==> src/design/tcw_pkg.sv <==
// shared types, constants and codes for the text console writer
package tcw_pkg;

    // default screen geometry
    localparam int SCREEN_COLS_DEF = 80;
    localparam int SCREEN_ROWS_DEF = 30;

    // fixed field widths
    localparam int CMD_W       = 2;
    localparam int CHAR_W      = 8;
    localparam int ROW_IN_W    = 5;
    localparam int COL_IN_W    = 7;
    localparam int ROW_OUT_W   = 5;
    localparam int COL_OUT_W   = 7;
    localparam int S_TDATA_W   = 24;
    localparam int M_TDATA_W   = 24;

    // character codes
    localparam logic [CHAR_W-1:0] CHAR_BLANK     = 8'h20;
    localparam logic [CHAR_W-1:0] CHAR_NEWLINE   = 8'h0A;
    localparam logic [CHAR_W-1:0] CHAR_RETURN    = 8'h0D;
    localparam logic [CHAR_W-1:0] CHAR_BACKSPACE = 8'h08;

    // command codes carried in the input transaction
    typedef enum logic [CMD_W-1:0] {
        CMD_PUT     = 2'd0,
        CMD_SET_ALL = 2'd1,
        CMD_READ    = 2'd2
    } cmd_t;

    // datapath operations issued by the controller
    typedef enum logic [3:0] {
        OP_IDLE,
        OP_LATCH,
        OP_CLEAR_START,
        OP_FILL_START,
        OP_SWEEP,
        OP_ADDR_CUR,
        OP_ADDR_READ,
        OP_READ,
        OP_BS_STEP,
        OP_WRITE,
        OP_NEWLINE,
        OP_RETURN,
        OP_SCROLL_START,
        OP_RESULT
    } dp_op_t;

    // controller to datapath
    typedef struct packed {
        dp_op_t op;
    } tcw_cmd_t;

    // datapath to controller
    typedef struct packed {
        logic [CMD_W-1:0] cmd;
        logic             is_newline;
        logic             is_return;
        logic             is_backspace;
        logic             col_zero;
        logic             past_bottom;
        logic             sweep_last;
        logic             out_full;
    } tcw_stat_t;

endpackage

==> src/design/tcw_ctrl.sv <==
// controller state machine sequencing the console datapath
module tcw_ctrl (
    input  logic               aclk,
    input  logic               aresetn,
    input  logic               s_tvalid,
    output logic               s_tready,
    input  tcw_pkg::tcw_stat_t stat,
    output tcw_pkg::tcw_cmd_t  cmd
);
    import tcw_pkg::*;

    typedef enum logic [3:0] {
        S_INIT,
        S_CLEAR,
        S_IDLE,
        S_DECODE,
        S_ADDR,
        S_WRITE,
        S_READ,
        S_SWEEP,
        S_RESULT
    } state_t;

    state_t state_reg;
    state_t state_next;
    dp_op_t op_next;

    // next state and datapath operation
    always_comb begin
        state_next = state_reg;
        op_next    = OP_IDLE;
        unique case (state_reg)
            S_INIT: begin
                op_next    = OP_CLEAR_START;
                state_next = S_CLEAR;
            end
            S_CLEAR: begin
                op_next = OP_SWEEP;
                if (stat.sweep_last) begin
                    state_next = S_IDLE;
                end
            end
            S_IDLE: begin
                if (s_tvalid) begin
                    op_next    = OP_LATCH;
                    state_next = S_DECODE;
                end
            end
            S_DECODE: begin
                unique case (stat.cmd)
                    CMD_PUT: begin
                        priority if (stat.is_newline) begin
                            op_next    = OP_NEWLINE;
                            state_next = S_RESULT;
                        end else if (stat.is_return) begin
                            op_next    = OP_RETURN;
                            state_next = S_RESULT;
                        end else if (stat.is_backspace) begin
                            if (stat.col_zero) begin
                                state_next = S_RESULT;
                            end else begin
                                op_next    = OP_BS_STEP;
                                state_next = S_ADDR;
                            end
                        end else begin
                            op_next    = OP_ADDR_CUR;
                            state_next = S_WRITE;
                        end
                    end
                    CMD_SET_ALL: begin
                        op_next    = OP_FILL_START;
                        state_next = S_SWEEP;
                    end
                    CMD_READ: begin
                        op_next    = OP_ADDR_READ;
                        state_next = S_READ;
                    end
                    default: begin
                        state_next = S_RESULT;
                    end
                endcase
            end
            S_ADDR: begin
                op_next    = OP_ADDR_CUR;
                state_next = S_WRITE;
            end
            S_WRITE: begin
                op_next    = OP_WRITE;
                state_next = S_RESULT;
            end
            S_READ: begin
                op_next    = OP_READ;
                state_next = S_RESULT;
            end
            S_SWEEP: begin
                op_next = OP_SWEEP;
                if (stat.sweep_last) begin
                    state_next = S_RESULT;
                end
            end
            S_RESULT: begin
                priority if (stat.past_bottom) begin
                    op_next    = OP_SCROLL_START;
                    state_next = S_SWEEP;
                end else if (!stat.out_full) begin
                    op_next    = OP_RESULT;
                    state_next = S_IDLE;
                end
            end
            default: begin
                state_next = S_INIT;
            end
        endcase
    end

    // state register
    always_ff @(posedge aclk) begin
        if (!aresetn) begin
            state_reg <= S_INIT;
        end else begin
            state_reg <= state_next;
        end
    end

    assign cmd.op   = op_next;
    assign s_tready = (state_reg == S_IDLE);

endmodule

==> config.mk <==
export PLATFORM = sky130hd
export DESIGN_NAME = tcw_ctrl
export DESIGN_NICKNAME = d
export VERILOG_FILES = /design/src/design/tcw_pkg.sv /design/src/design/tcw_ctrl.sv
export SDC_FILE = /design/constraint.sdc
export NUM_CORES = 1
export LEC_CHECK = 0
export ABC_AREA = 1
export BUFFER_PORTS_ARGS = -buffer_cell sky130_fd_sc_hd__buf_2
export CAP_MARGIN = 20
export CORE_AREA = 2 2 39 41
export DETAILED_ROUTE_END_ITERATION = 10
export DIE_AREA = 0 0 41 43
export PLACE_DENSITY_LB_ADDON = 0.08
export SKIP_CTS_REPAIR_TIMING = 1
export SLEW_MARGIN = 5
export SYNTH_ARGS = -nofsm -noshare
export SYNTH_HDL_FRONTEND = slang
export SYNTH_SLANG_ARGS = --single-unit
==> constraint.sdc <==
create_clock -name aclk -period 2 [get_ports aclk]
set_clock_uncertainty 0.2 [all_clocks]
set_input_delay 0.5 -clock aclk [delete_from_list [all_inputs] [get_ports aclk]]
set_output_delay 0.5 -clock aclk [all_outputs]
set_load 0.05 [all_outputs]
==> impl_metrics.toml <==
[logic_synthesis]
netlist_area_um2 = 534.3
ys_seq_elements = 4
ys_warn_count = 0
synthCells = 103
syn_nets = 117
synth_cell_type_count = 17
yosysSeqAreaShare_pct = 14.99
synth.avg_cell_area_um2 = 5.187

[final_layout]
fill_cells = 146
fin_area_um2 = 890.9
largest_reg_flops = 4
final_cell_mix = "nand2_1, inv_1, buf_4"
layout_commonest_cell = "nand2_1"
area_growth_pct = 66.74
layout.nets = 151
drive_above_1_share_pct = 45.93
num_antenna_cells = 0

[drt]
routed_wl_mm = 1.513
drc = 0
drt_first_iter_violations = 7
routedWlPerCell_um = 10.02
routed-via-count = 735
routed_via_density = 4.868
drt_pass1_iterations = 4
ant_nets = 0

[placed_design]
dp_slack_ns = -0.2245
dpl.hpwl_mm = 1.183
dpl_cell_area_um2 = 738.2
place_congestion = 0.8139
port_buffers = 16

[grt]
antenna_found_initial = 0
grt_first_pass_wirelength_mm = 2.346
grt_max_degree = 7
gr-usage-all-layers_pct = 18.66
grt_overflow = 0
grt_pass1_vias = 647

[min_path]
min_to = "state_reg[1]"
worstHoldPathCells = 2
min-delay-start = "state_reg[1]"
hold_path_class = "flop to flop"

[clock_network]
cts_buffers = 3
cts_root_buf = "clkbuf_4"
cts_tree = "done"
clk_latency_ns = 0.23
cts_buffer_depth = 2
path_clk_slew_ns = 0.04
ctsHtreeMaxLevel = 1
cts_sinks = 4

[setup_path]
regToRegSetupSlack_ns = 0.59
start_kind = "input port"
reg2reg_depth = 8
rr_endpoint = "state_reg[0]"
crit_path_max_fanout = 3
worstSetupPathType = "input port to output pin"
critPathRequiredTime_ns = 1.30
end_kind = "output pin"
r2r-start = "state_reg[1]"
cp.arrival_ns = 1.33

[sta]
worst_pin_slew_ns = 0.2464
setup_violations = 3
min_period_ns = 2.033
post-route-period-util_pct = 101.7
rsz0062_at_grt = "true"
whs_ns = 0.2788
clock.fmax_mhz = 491.8
slew_violations = 0
hold_viol_final = 0
relSlewSlack_pct = 83.68
fin_ws_ns = -0.03350

[job]
maxCapViolations = 0

[floorplan]
ios = 17
fp.coreArea_um2 = 1384
die_area_um2 = 1763
die_x_um = 41
start_util_pct = 38.61
row_count = 14
die_h_um = 43

[power_and_ir_drop]
max-vdd-ir-drop_uv = 604.3
p_per_area_nw_per_um2 = 1132
p_leak_nw = 0.5004

[outcome]
violations = "negative setup slack"
status = "complete, but fails checks"
==> worst max-delay path, stage by stage <==
cell      delay [ns]
buf_6           0.09
inv_6           0.03
ha_4            0.25
inv_2           0.04
o21ai_2         0.04
nand2_1         0.06
o211ai_1        0.08
buf_4           0.23
==> worst max-delay path by stage <==
stage               slack, ns  cells after the start          from     end
floorplan               -0.06                      6       stat[7]  cmd[1]
global placement        -0.22                      8       stat[7]  cmd[1]
detailed placement      -0.22                      8       stat[7]  cmd[1]
CTS                     -0.23                      8       stat[7]  cmd[1]
global route             -0.1                      6  state_reg[2]  cmd[1]
finish                  -0.03                      8       stat[8]  cmd[1]
==> area by class of cell <==
cell class | instances | area (um^2) | area share [%]
Multi-Input combinational cell | 77 | 437.9 | 49.16
Sequential cell | 4 | 90.09 | 10.11
Tap cell | 16 | 20.02 | 2.247
Clock buffer | 3 | 22.52 | 2.528
Timing Repair Buffer | 29 | 220.2 | 24.72
Inverter | 22 | 100.1 | 11.24
==> routing by layer <==
metal | up-vias | global-route usage [%] | wire (um)
met5 | - | 0 | 0
met4 | 0 | 4.000 | 0
met3 | 0 | 1.571 | 51
met2 | 14 | 31.87 | 772
met1 | 339 | 24.04 | 689
li1 | 382 | - | -
==> cells in the mapped netlist (all sizes together) <==
library cell / count / area [um^2]
nand3: 10 / 50.05
ha: 2 / 25.02
inv: 22 / 82.58
nand4: 1 / 6.260
a31oi: 1 / 6.260
o21ai: 5 / 25.02
nand2: 34 / 137.6
o211ai: 1 / 7.510
o2111ai: 1 / 8.760
a21oi: 3 / 15.01
dfxtp: 4 / 80.08
nand3b: 1 / 7.510
nor2: 18 / 82.58
==> logic make-up (layout without fill, tap and decap cells) <==
logic type,after synthesis,after routing,synth area share [%]
buf+inv,22,54,15.46
flops,4,4,14.99
fa+ha+maj,2,2,4.683
simple gates,64,64,53.16
compound gates,11,11,11.71
==> power breakdown <==
part	internal, W	switching (W)
Sequential	0.000111	0.0000273
Combinational	0.000288	0.000486
Clock	0.0000669	0.0000293
==> through the flow <==
stage | power (W) | std cells | TNS, ns | utilization, %
3_5_place_dp | 0.0007907 | 144 | -0.7159 | 53.35
3_3_place_gp | 0.0007900 | 144 | -0.6649 | 53.35
6_report | 0.001009 | 151 | -0.05911 | 64.38
2_1_floorplan | 0.0006060 | 103 | -0.07558 | -
4_1_cts | 0.0008941 | 147 | -0.7747 | 54.97
5_1_grt | 0.001091 | 151 | -0.3136 | 64.38
Power figures use the tool's default switching activity.
